## config.mk

```make
export PLATFORM = sky130hd
export DESIGN_NAME = grid_line_cell_walker_top_flat
export DESIGN_NICKNAME = d
export VERILOG_FILES = /design/src/rtl/gclw_pkg.sv /design/src/rtl/gclw_if.sv /design/src/rtl/grid_line_cell_walker_top.sv /design/src/flat_wrapper.sv
export VERILOG_INCLUDE_DIRS = /design/src /design/src/rtl
export SDC_FILE = /design/constraint.sdc
export NUM_CORES = 2
export LEC_CHECK = 0
export ABC_AREA = 1
export BUFFER_PORTS_ARGS = -buffer_cell sky130_fd_sc_hd__clkbuf_2
export CORE_UTILIZATION = 61
export DETAILED_ROUTE_END_ITERATION = 16
export PLACE_DENSITY = 0.78
export SYNTH_ARGS = -nofsm -noshare
export SYNTH_HDL_FRONTEND = slang
export SYNTH_SLANG_ARGS = --single-unit
```

## constraint.sdc

```tcl
create_clock -name clk -period 19.9 [get_ports clk]
set_input_delay 0.995 -clock clk [delete_from_list [all_inputs] [get_ports clk]]
set_output_delay 0.995 -clock clk [all_outputs]
set_load 0.05 [all_outputs]
```

## src/rtl/grid_line_cell_walker_top_defines.svh

```systemverilog
// Assertion macros for the grid line cell walker.
// Depends on nothing; included by the top level, which supplies clk and rst.
`ifndef GRID_LINE_CELL_WALKER_TOP_DEFINES_SVH
`define GRID_LINE_CELL_WALKER_TOP_DEFINES_SVH

// Implication checked in the same cycle.
`define GCLW_ASSERT_NOW(lbl, ante, cons, msg) \
  lbl: assert property (@(posedge clk) disable iff (rst) (ante) |-> (cons)) else $error(msg);

// Implication checked in the cycle after the antecedent.
`define GCLW_ASSERT_NEXT(lbl, ante, cons, msg) \
  lbl: assert property (@(posedge clk) disable iff (rst) (ante) |=> (cons)) else $error(msg);

`endif

```

## src/rtl/gclw_pkg.sv

```systemverilog
// Shared types, constants and helpers for the grid line cell walker.
// Depends on nothing; used by the channel interfaces and the top level.
package gclw_pkg;

  localparam int PIX_W         = 16;
  localparam int CS_W          = 12;
  localparam int OUT_W         = 5;
  localparam int STEP_W        = CS_W + PIX_W;
  localparam int SCORE_W       = 40;
  localparam int BUDGET_W      = PIX_W + 1;
  localparam int MAX_RESULTS   = 63;
  localparam int CNT_W         = $clog2(MAX_RESULTS + 1);
  localparam int DIV_STEPS     = PIX_W;
  localparam int DIV_CNT_W     = $clog2(DIV_STEPS);
  localparam int GRID_COLS_DEF = 32;
  localparam int GRID_ROWS_DEF = 32;

  localparam logic [CS_W-1:0] CELL_SIZE_RESET = 12'd64;

  typedef enum logic [1:0] {
    DIR_NONE  = 2'd0,
    DIR_PLUS  = 2'd1,
    DIR_MINUS = 2'd2
  } dir_t;

  typedef enum logic [2:0] {
    ST_IDLE,
    ST_DIV,
    ST_MUL,
    ST_PREP,
    ST_WALK,
    ST_FLUSH
  } walk_state_t;

  // Operand slots of the shared divider and multiplier.
  typedef enum logic [1:0] {
    OP_X0 = 2'd0,
    OP_Y0 = 2'd1,
    OP_X1 = 2'd2,
    OP_Y1 = 2'd3
  } op_slot_t;

  function automatic logic [PIX_W-1:0] abs_diff(input logic [PIX_W-1:0] a,
                                                input logic [PIX_W-1:0] b);
    logic [PIX_W-1:0] res;
    res = (a > b) ? (a - b) : (b - a);
    return res;
  endfunction

endpackage

```

## src/rtl/gclw_if.sv

```systemverilog
// Valid/ready channel interfaces for segment input and crossed cell output.
// Depends on gclw_pkg for the field widths.
interface gclw_in_if import gclw_pkg::*; ();
  logic             valid;
  logic             ready;
  logic [PIX_W-1:0] start_x;
  logic [PIX_W-1:0] start_y;
  logic [PIX_W-1:0] end_x;
  logic [PIX_W-1:0] end_y;

  modport source (output valid, output start_x, output start_y, output end_x,
                  output end_y, input ready);
  modport sink   (input valid, input start_x, input start_y, input end_x,
                  input end_y, output ready);
endinterface

interface gclw_out_if import gclw_pkg::*; ();
  logic             valid;
  logic             ready;
  logic [OUT_W-1:0] cell_x;
  logic [OUT_W-1:0] cell_y;
  logic             last_cell;

  modport source (output valid, output cell_x, output cell_y, output last_cell,
                  input ready);
  modport sink   (input valid, input cell_x, input cell_y, input last_cell,
                  output ready);
endinterface

```

## src/rtl/grid_line_cell_walker_top.sv

```systemverilog
// After a segment beat the setup runs four divisions on the shared bit-serial divider
// (start x, start y, end x, end y), four multiplies and a prep step; then the single walk step
// unit visits one cell of the walk per cycle (cells off the grid too), unless the output stalls.
// A new segment is taken only in idle, once the walk and its final flush are done.
// Reset (rst, synchronous, active high) returns to idle, empties the output register and
// sets cell_edge to 64.
`include "grid_line_cell_walker_top_defines.svh"

module grid_line_cell_walker_top
  import gclw_pkg::*;
#(
  parameter int GRID_COLS = GRID_COLS_DEF,
  parameter int GRID_ROWS = GRID_ROWS_DEF
) (
  input  logic            clk,
  input  logic            rst,
  input  logic            cfg_we,
  input  logic [CS_W-1:0] cfg_wdata,
  gclw_in_if.sink         seg,
  gclw_out_if.source      cells
);

  // Widths of a saturated column and row index.
  localparam int CW = (GRID_COLS > 1) ? $clog2(GRID_COLS) : 1;
  localparam int RW = (GRID_ROWS > 1) ? $clog2(GRID_ROWS) : 1;
  localparam logic [PIX_W-1:0] COL_LIM = PIX_W'(GRID_COLS - 1);
  localparam logic [PIX_W-1:0] ROW_LIM = PIX_W'(GRID_ROWS - 1);

  // Configuration and the latched segment.
  logic [CS_W-1:0]  cell_edge;
  logic [CS_W-1:0]  cs_q;
  logic [PIX_W-1:0] sx_q, sy_q, ex_q, ey_q;
  logic [PIX_W-1:0] adx, ady;
  dir_t             dir_x, dir_y;

  walk_state_t state, state_next;

  // The shared restoring divider works one quotient bit per cycle. Four divisions are
  // run back to back: start x, start y, end x, end y, each by the cell size.
  op_slot_t             div_idx;
  logic [DIV_CNT_W-1:0] div_bit;
  logic [CS_W-1:0]      rem;
  logic [PIX_W-1:0]     dq;
  logic [PIX_W-1:0]     div_src;
  logic [PIX_W-1:0]     dq_in;
  logic [CS_W-1:0]      rem_in;
  logic [CS_W:0]        div_shift;
  logic [CS_W:0]        div_diff;
  logic                 div_ge;
  logic [CS_W-1:0]      rem_next;
  logic [PIX_W-1:0]     quo_next;
  logic                 div_last;

  // Cell coordinates as the true geometry gives them, before saturation.
  logic [PIX_W-1:0] cur_col, cur_row, fin_col, fin_row;
  logic [CS_W-1:0]  rem_x, rem_y;

  // The shared multiplier forms the two starting scores and the two score steps.
  op_slot_t          mul_idx;
  logic [CS_W-1:0]   dist_x, dist_y;
  logic [CS_W-1:0]   mul_a;
  logic [PIX_W-1:0]  mul_b;
  logic [STEP_W-1:0] mul_p;

  // Crossing scores: distance to the next boundary times the travel on the other axis,
  // so comparing them compares the crossing times exactly.
  logic [SCORE_W-1:0]  nxs, nys;
  logic [STEP_W-1:0]   x_step, y_step;
  logic [BUDGET_W-1:0] budget;

  // The newest emitted cell is held back until it is known whether it is the last one.
  logic [CNT_W-1:0] n_out;
  logic [CW-1:0]    pend_c, sat_c;
  logic [RW-1:0]    pend_r, sat_r;

  logic             out_valid;
  logic [OUT_W-1:0] out_x, out_y;
  logic             out_last;

  logic seg_beat;
  logic out_free;
  logic emit, full, at_final, step_x, step_y, stop_walk;
  logic walk_push, walk_go, flush_push;

  assign seg.ready     = (state == ST_IDLE);
  assign seg_beat      = seg.valid && seg.ready;
  assign cells.valid     = out_valid;
  assign cells.cell_x    = out_x;
  assign cells.cell_y    = out_y;
  assign cells.last_cell = out_last;

  // The output register is free when it is empty or its beat is taken in this cycle.
  assign out_free = !out_valid || cells.ready;

  // Divider step. On the first step of a division the dividend is taken straight from the
  // latched segment, so no separate load cycle is needed.
  always_comb begin
    case (div_idx)
      OP_X0:   div_src = sx_q;
      OP_Y0:   div_src = sy_q;
      OP_X1:   div_src = ex_q;
      default: div_src = ey_q;
    endcase
    dq_in     = (div_bit == '0) ? div_src : dq;
    rem_in    = (div_bit == '0) ? '0 : rem;
    div_shift = {rem_in, dq_in[PIX_W-1]};
    div_ge    = (div_shift >= {1'b0, cs_q});
    div_diff  = div_shift - {1'b0, cs_q};
    rem_next  = div_ge ? div_diff[CS_W-1:0] : div_shift[CS_W-1:0];
    quo_next  = {dq_in[PIX_W-2:0], div_ge};
    div_last  = (div_bit == DIV_CNT_W'(DIV_STEPS - 1));
  end

  // Distance from the start point to the first boundary in the direction of travel. The
  // remainder is below the cell size, so the upward distance lies between 1 and the size.
  always_comb begin
    case (dir_x)
      DIR_PLUS:  dist_x = cs_q - rem_x;
      DIR_MINUS: dist_x = rem_x;
      default:   dist_x = '0;
    endcase
    case (dir_y)
      DIR_PLUS:  dist_y = cs_q - rem_y;
      DIR_MINUS: dist_y = rem_y;
      default:   dist_y = '0;
    endcase
    case (mul_idx)
      OP_X0: begin
        mul_a = dist_x;
        mul_b = ady;
      end
      OP_Y0: begin
        mul_a = dist_y;
        mul_b = adx;
      end
      OP_X1: begin
        mul_a = cs_q;
        mul_b = ady;
      end
      default: begin
        mul_a = cs_q;
        mul_b = adx;
      end
    endcase
    mul_p = STEP_W'(mul_a) * STEP_W'(mul_b);
  end

  // One step of the walk. The current cell is saturated to the grid and emitted only if it
  // differs from the cell emitted before it. The axis whose boundary is crossed first is
  // stepped; a tie goes to y, and an axis without travel is never stepped.
  always_comb begin
    sat_c     = (cur_col > COL_LIM) ? CW'(GRID_COLS - 1) : cur_col[CW-1:0];
    sat_r     = (cur_row > ROW_LIM) ? RW'(GRID_ROWS - 1) : cur_row[RW-1:0];
    emit      = (n_out == '0) || (sat_c != pend_c) || (sat_r != pend_r);
    full      = (n_out == CNT_W'(MAX_RESULTS));
    at_final  = (cur_col == fin_col) && (cur_row == fin_row);
    step_x    = (dir_x != DIR_NONE) && ((dir_y == DIR_NONE) || (nxs < nys));
    step_y    = !step_x && (dir_y != DIR_NONE);
    stop_walk = at_final || (budget == '0) || (!step_x && !step_y);
    // A new cell pushes the held one out, so the output register has to be free.
    walk_push  = emit && !full && (n_out != '0);
    walk_go    = (state == ST_WALK) && !(emit && full) && (!walk_push || out_free);
    flush_push = (state == ST_FLUSH) && out_free;
  end

  // Sequencer.
  always_comb begin
    state_next = state;
    case (state)
      ST_IDLE: begin
        if (seg.valid) state_next = ST_DIV;
      end
      ST_DIV: begin
        if (div_last && (div_idx == OP_Y1)) state_next = ST_MUL;
      end
      ST_MUL: begin
        if (mul_idx == OP_Y1) state_next = ST_PREP;
      end
      ST_PREP: begin
        state_next = ST_WALK;
      end
      ST_WALK: begin
        // A cell beyond the limit of results ends the walk; the held cell becomes the last.
        if (emit && full) state_next = ST_FLUSH;
        else if (walk_go && stop_walk) state_next = ST_FLUSH;
      end
      ST_FLUSH: begin
        if (out_free) state_next = ST_IDLE;
      end
      default: state_next = ST_IDLE;
    endcase
  end

  always_ff @(posedge clk) begin
    if (rst) begin
      state <= ST_IDLE;
    end else begin
      state <= state_next;
    end
  end

  // Configuration register.
  always_ff @(posedge clk) begin
    if (rst) begin
      cell_edge <= CELL_SIZE_RESET;
    end else if (cfg_we) begin
      cell_edge <= cfg_wdata;
    end
  end

  // Segment capture and the setup sequence.
  always_ff @(posedge clk) begin
    if (seg_beat) begin
      sx_q    <= seg.start_x;
      sy_q    <= seg.start_y;
      ex_q    <= seg.end_x;
      ey_q    <= seg.end_y;
      // A cell size of zero is taken as one pixel.
      cs_q    <= (cell_edge == '0) ? CS_W'(1) : cell_edge;
      adx     <= abs_diff(seg.end_x, seg.start_x);
      ady     <= abs_diff(seg.end_y, seg.start_y);
      dir_x   <= (seg.end_x > seg.start_x) ? DIR_PLUS :
                 (seg.end_x < seg.start_x) ? DIR_MINUS : DIR_NONE;
      dir_y   <= (seg.end_y > seg.start_y) ? DIR_PLUS :
                 (seg.end_y < seg.start_y) ? DIR_MINUS : DIR_NONE;
      div_idx <= OP_X0;
      div_bit <= '0;
      mul_idx <= OP_X0;
    end
    if (state == ST_DIV) begin
      rem     <= rem_next;
      dq      <= quo_next;
      div_bit <= div_bit + DIV_CNT_W'(1);
      if (div_last) begin
        case (div_idx)
          OP_X0: begin
            cur_col <= quo_next;
            rem_x   <= rem_next;
          end
          OP_Y0: begin
            cur_row <= quo_next;
            rem_y   <= rem_next;
          end
          OP_X1:   fin_col <= quo_next;
          default: fin_row <= quo_next;
        endcase
        div_idx <= op_slot_t'(div_idx + 2'd1);
      end
    end
    if (state == ST_MUL) begin
      case (mul_idx)
        OP_X0:   nxs    <= SCORE_W'(mul_p);
        OP_Y0:   nys    <= SCORE_W'(mul_p);
        OP_X1:   x_step <= mul_p;
        default: y_step <= mul_p;
      endcase
      mul_idx <= op_slot_t'(mul_idx + 2'd1);
    end
    if (state == ST_PREP) begin
      budget <= BUDGET_W'(abs_diff(fin_col, cur_col)) + BUDGET_W'(abs_diff(fin_row, cur_row));
    end
    if (walk_go) begin
      if (emit) begin
        pend_c <= sat_c;
        pend_r <= sat_r;
      end
      if (!stop_walk) begin
        budget <= budget - BUDGET_W'(1);
        if (step_x) begin
          if (dir_x == DIR_PLUS) cur_col <= cur_col + PIX_W'(1);
          else if (cur_col != '0) cur_col <= cur_col - PIX_W'(1);
          nxs <= nxs + SCORE_W'(x_step);
        end else begin
          if (dir_y == DIR_PLUS) cur_row <= cur_row + PIX_W'(1);
          else if (cur_row != '0) cur_row <= cur_row - PIX_W'(1);
          nys <= nys + SCORE_W'(y_step);
        end
      end
    end
  end

  // Count of cells emitted for the current segment, the held one included.
  always_ff @(posedge clk) begin
    if (rst) begin
      n_out <= '0;
    end else if (seg_beat) begin
      n_out <= '0;
    end else if (walk_go && emit) begin
      n_out <= n_out + CNT_W'(1);
    end
  end

  // Output register. It holds a finished beat while the walk carries on behind it.
  always_ff @(posedge clk) begin
    if (rst) begin
      out_valid <= 1'b0;
    end else if ((walk_go && walk_push) || flush_push) begin
      out_valid <= 1'b1;
    end else if (cells.ready) begin
      out_valid <= 1'b0;
    end
  end

  always_ff @(posedge clk) begin
    if ((walk_go && walk_push) || flush_push) begin
      out_x    <= OUT_W'(pend_c);
      out_y    <= OUT_W'(pend_r);
      out_last <= flush_push;
    end
  end

  // The partial remainder of the divider stays below the cell size.
  `GCLW_ASSERT_NOW(a_div_rem_below_size, (state == ST_DIV) && (div_bit != '0), rem < cs_q, "divider remainder not below cell size")
  // A walk step moves along one axis only.
  `GCLW_ASSERT_NEXT(a_walk_one_axis, state == ST_WALK, (cur_col == $past(cur_col)) || (cur_row == $past(cur_row)), "walk moved on both axes in one step")
  // A held cell is always there to close the segment with.
  `GCLW_ASSERT_NOW(a_flush_has_cell, state == ST_FLUSH, n_out != '0, "segment closed with no cell held")

endmodule
```

## src/flat_wrapper.sv

```systemverilog
// flat-port wrapper written by rule: the top's interface ports become plain ports
module grid_line_cell_walker_top_flat import gclw_pkg::*;
#(
  parameter int GRID_COLS = GRID_COLS_DEF,
  parameter int GRID_ROWS = GRID_ROWS_DEF
)
  (clk, rst, cfg_we, cfg_wdata, seg_valid, seg_start_x, seg_start_y, seg_end_x, seg_end_y, seg_ready, cells_valid, cells_cell_x, cells_cell_y, cells_last_cell, cells_ready);
  gclw_in_if seg_i ();
  gclw_out_if cells_i ();
  input  logic clk;
  input  logic rst;
  input  logic cfg_we;
  input  logic [CS_W-1:0] cfg_wdata;
  input wire logic [$bits(seg_i.valid)-1:0] seg_valid;
  input wire logic [$bits(seg_i.start_x)-1:0] seg_start_x;
  input wire logic [$bits(seg_i.start_y)-1:0] seg_start_y;
  input wire logic [$bits(seg_i.end_x)-1:0] seg_end_x;
  input wire logic [$bits(seg_i.end_y)-1:0] seg_end_y;
  output wire logic [$bits(seg_i.ready)-1:0] seg_ready;
  output wire logic [$bits(cells_i.valid)-1:0] cells_valid;
  output wire logic [$bits(cells_i.cell_x)-1:0] cells_cell_x;
  output wire logic [$bits(cells_i.cell_y)-1:0] cells_cell_y;
  output wire logic [$bits(cells_i.last_cell)-1:0] cells_last_cell;
  input wire logic [$bits(cells_i.ready)-1:0] cells_ready;
  assign seg_i.valid = seg_valid;
  assign seg_i.start_x = seg_start_x;
  assign seg_i.start_y = seg_start_y;
  assign seg_i.end_x = seg_end_x;
  assign seg_i.end_y = seg_end_y;
  assign seg_ready = seg_i.ready;
  assign cells_valid = cells_i.valid;
  assign cells_cell_x = cells_i.cell_x;
  assign cells_cell_y = cells_i.cell_y;
  assign cells_last_cell = cells_i.last_cell;
  assign cells_i.ready = cells_ready;
  grid_line_cell_walker_top #(.GRID_COLS(GRID_COLS), .GRID_ROWS(GRID_ROWS)) u_core (.clk(clk), .rst(rst), .cfg_we(cfg_we), .cfg_wdata(cfg_wdata), .seg(seg_i), .cells(cells_i));
endmodule
```

==> results.md <==
Clock network:
- Counting the buffers created by CTS gives 51.
- The clock root buffer is clkbuf_16.
- The post-CTS setup buffer count is 0.
- The total number of clock tree sinks is between 400 and 500.
- The number of gates given a new drive strength after cts is 0.
- The maximum clock path buffer count is 3.
- The H-tree was split into 2 levels.
- The later pin in the worst-skew pair is clocked with a latency of 0.65 ns.
- The clock tree from TritonCTS is yes.
- Clock-pin slew was measured on the worst setup and hold paths at 0.06 ns.
- Hold repair after CTS inserted 0 buffers.

Global route:
- In the global route stage, overall resource usage came out at 0.3542.
- The number of global-route vias before repair came to 35580.
- The initial antenna violation count was 4.
- The wire length of the first global-routing pass is approximately 190000 um.
- After global routing the overflow that remains totals 0.
- The highest-utilization routing layer at the global route stage is met2.
- For this run, global-route usage on met3 was measured as 0.06235.
- The met1 usage in global routing is 0.4774.
- Entering global routing, the biggest net connects 72 pins.
- For this run, global-route usage on met2 was measured as 0.5623.

Setup path:
- STA classifies the critical path endpoint as a flip-flop.
- In this run the critical register-to-register path is captured at u_core.nxs[24]$_DFF_P_.
- The critical path is of the flip-flop to flip-flop type.
- The library cell contributing the largest single delay on the critical path is clkinv_1.
- Data on the critical path arrives at its endpoint at 8.62 ns.
- STA classifies the critical path startpoint as a flip-flop.
- Data on the critical path is required at its endpoint by between 20 and 25 ns.
- The start point of the critical path is u_core.dir_y[1]$_SDFFCE_PP0P_.
- The maximum fanout along the worst path is 19.
- The startpoint identified for the worst register-to-register timing path is u_core.dir_y[1]$_SDFFCE_PP0P_.
- For flop-to-flop paths, the worst setup slack is 11.87 ns.
- By instance count, the cell type seen most on the critical path is nand2_1.
- The largest stage delay on the critical path is about 0.85 ns.
- The length in cells of the worst reg-to-reg path is 28.
- The termination of the worst setup path is u_core.nxs[24]$_DFF_P_.

Route:
- The average vias per placed instance is 5.648.
- For this block, the routed nets add up to 120600 um of wire.
- In the final routed layout, each cell accounts on average for 17.93 um.
- The residual DRC count is 0.
- For this run, the detailed router's first-pass iteration total came to 7.
- The via count of the routed design is around 38000.
- The first routing iteration left 3900 violations.
- The final antenna-violating net count is 0.

Synthesis:
- Synthesis produced 5809 cells.
- Synthesis produced a netlist with a net count of 6404.
- The main combinational cell family by area after synthesis is simple AND/OR/NAND/NOR gates.
- Averaged over all synthesized cells, the footprint is 7.023 sq um.
- For this run, the register share of the synthesized area comes to 0.2804.
- Of the total synthesized cell area, the portion taken by XOR and XNOR cells is 0.04315.
- The most frequently used flop master after synthesis is edfxtp_1.
- The library cell with the largest summed area after synthesis is edfxtp_1.
- By count the netlist is led by nand2_1, inv_1, nor2_1.
- By instance count, the leading cell after synthesis is nand2_1.
- The portion of netlist area occupied by mux cells is 0.005888.
- Of the post-synthesis cell area, the dominant cell type holds 0.2053.
- In this run the cell area of the synthesized design comes to 40800 sq um.
- Of the total synthesized cell area, the portion taken by AND, OR, NAND and NOR gates is 0.2609.
- In the post-synthesis netlist, the biggest area contributors are edfxtp_1, nand2_1, ha_1.
- The synthesized-area fraction occupied by ao, oa, aoi and oai cells was 0.1171.
- The share of synthesized cell area in full adder, half adder and majority cells is 0.1860.
- The count of distinct cell types in the synthesized netlist is 56.
- In the synthesized netlist the async set-or-reset flop fraction comes to 0.
- The number of synthesized register bits is 432.
- The synthesis warning total is 0.
- The number of flops mapped to enable cells by yosys is 279.

Timing:
- The final-report max-slew violation count is 0.
- The minimum clock period is 8.028 ns.
- Setup violations remaining at the end of the flow were counted as 0.
- The final critical-path share of the clock period is 0.4034.
- Based on the critical path, the design can be clocked at up to 124.6 MHz.
- Clock skew on the completed layout was measured at 0.05066 ns.
- The slew of the pin with the lowest slew margin is about 1.1 ns.
- The worst hold slack is 0.4267 ns.
- The number of endpoints with negative hold slack in the final report came to 0.
- Headroom to the max-slew limit came out at 0.2636.
- The aggregate negative setup slack is 0 ns.
- Setup repair after global routing left no endpoint under its margin.

Die:
- The number of rows created at floorplan is 94.
- In this run the vertical extent of the chip is 260.6 um.
- The horizontal die dimension is 260.6 um.
- For this configuration, the core starts out at a cell density of 0.6183.
- The I/O pin count is 94.
- The floorplan step defined a die boundary enclosing 67920 sq um.
- The core region is 65980 sq um.

Status:
- The run finished with clean final reports.

Final layout:
- Summing all flip-flop and latch instances after layout gives 11440 sq um.
- The fill cell instance count of the final layout is 5804.
- Compared with the post-synthesis result, the final layout area differs by 6.986%.
- The count of nets after finishing is 6417.
- Summing all multi-input logic gate instances after layout gives 25050 sq um.
- The layout cell share with drive strength beyond 1 is 0.04639.

Placement:
- Routability-driven placement finished with a final weighted congestion of 0.9913.
- Once detailed placement completed, the half-perimeter wirelength came to 93430 um.
- In this run the tool buffered the top-level ports with 93 buffer cells.

Flow run:
- Max-cap violations in this run came to 0.

Worst hold path:
- The path class of the tightest hold or removal check is flip-flop to flip-flop.
## logic make-up (layout without fill, tap and decap cells)
logic type,Yosys count,after routing
AND/OR/NAND/NOR,2645,2645
multiplexers,22,22
XOR/XNOR,201,201
buffers and inverters,1132,1186
adder cells (fa/ha/maj),514,514
other,0,3
AO/OA/AOI/OAI,863,863
flip-flops,432,432
## registers in the layout, indices dropped and copies added, names as in the netlist, 16 cells and up
name,cells
u_core.fin_row,16
u_core.sy_q,16
u_core.cur_row,16
u_core.nys,40
u_core.x_step,28
u_core.sx_q,16
u_core.cur_col,16
u_core.ey_q,16
u_core.ex_q,16
u_core.adx,16
u_core.y_step,28
u_core.ady,16
u_core.fin_col,16
u_core.nxs,40
u_core.dq,16
u_core.budget,17
## layout by cell type, fill, tap and decap left out, types with 7 or more instances in the layout
cell type and count:
nand2_1 1856, inv_1 949, nor2_1 369, ha_1 360, a21oi_1 325, o21ai_0 324
edfxtp_1 279, nand3_1 236, xor2_1 161, fa_1 154, dfxtp_1 153, clkbuf_2 93
nand4_1 57, nor3_1 55, clkbuf_16 51, xnor2_1 40, o21ai_1 37, buf_4 29
o21bai_1 27, a31oi_1 22, o211ai_1 21, a21o_1 20, clkinv_1 16, mux2_2 16
nor4_1 16, or2_2 14, o22ai_1 13, a221oi_1 13, a21boi_0 12, inv_2 11
a211oi_1 11, and2_1 10, o221ai_1 8, clkinv_2 8, nor2_2 7
## stage by stage
step | setup WS (ns) | std cells | cell area, sq um | util
floorplan | 13.41 | 5809 | 40800 | -
global placement | 12.17 | 6633 | 41890 | 0.6349
detailed placement | 12.01 | 6633 | 41890 | 0.6349
CTS | 12.01 | 6727 | 43640 | 0.6614
global route | 11.32 | 6730 | 43650 | 0.6615
finish | 11.87 | 6730 | 43650 | 0.6615
## metal layers
metal	share of wire	up-vias
li1	-	18560
met2	0.44	1690
met5	0.00011	-
met3	0.097	295
met4	0.043	2
met1	0.42	17460
## critical path: cells and delay by family (launching register included)
family,cells,cell delay (ns)
flip-flops,1,0.38
AO/OA/AOI/OAI,1,0.37
AND/OR/NAND/NOR,13,2.42
buffers and inverters,7,1.22
adder cells (fa/ha/maj),7,3.57
## cell type report
cell class | count | area share
Sequential cell | 432 | 0.2621
Clock inverter | 34 | 0.009115
Multi-Input combinational cell | 4245 | 0.5738
Clock buffer | 60 | 0.03093
Inverter | 970 | 0.08347
Antenna cell | 3 | 0.0001720
Timing Repair Buffer | 122 | 0.01565
Tap cell | 864 | 0.02477
## how the worst min path moves through the flow
stage / slack (ns) / endpoint / depth (start not counted) / from
2_1_floorplan: 0.43 / u_core.cell_edge[0]$_SDFFE_PP0P_ / 2 / u_core.cell_edge[0]$_SDFFE_PP0P_
3_3_place_gp: 0.41 / u_core.cs_q[7]$_SDFFCE_PN0P_ / 0 / u_core.cell_edge[7]$_SDFFE_PP0P_
4_1_cts: 0.43 / u_core.cs_q[5]$_SDFFCE_PN0P_ / 0 / u_core.cell_edge[5]$_SDFFE_PP0P_
5_1_grt: 0.44 / u_core.cs_q[7]$_SDFFCE_PN0P_ / 0 / u_core.cell_edge[7]$_SDFFE_PP0P_
6_report: 0.43 / u_core.cs_q[5]$_SDFFCE_PN0P_ / 0 / u_core.cell_edge[5]$_SDFFE_PP0P_
3_5_place_dp: 0.41 / u_core.cs_q[5]$_SDFFCE_PN0P_ / 0 / u_core.cell_edge[5]$_SDFFE_PP0P_
Power is left out: the tool's default activity adds up to more than one toggle a clock period on the data nets, which glitch-free logic cannot reach.
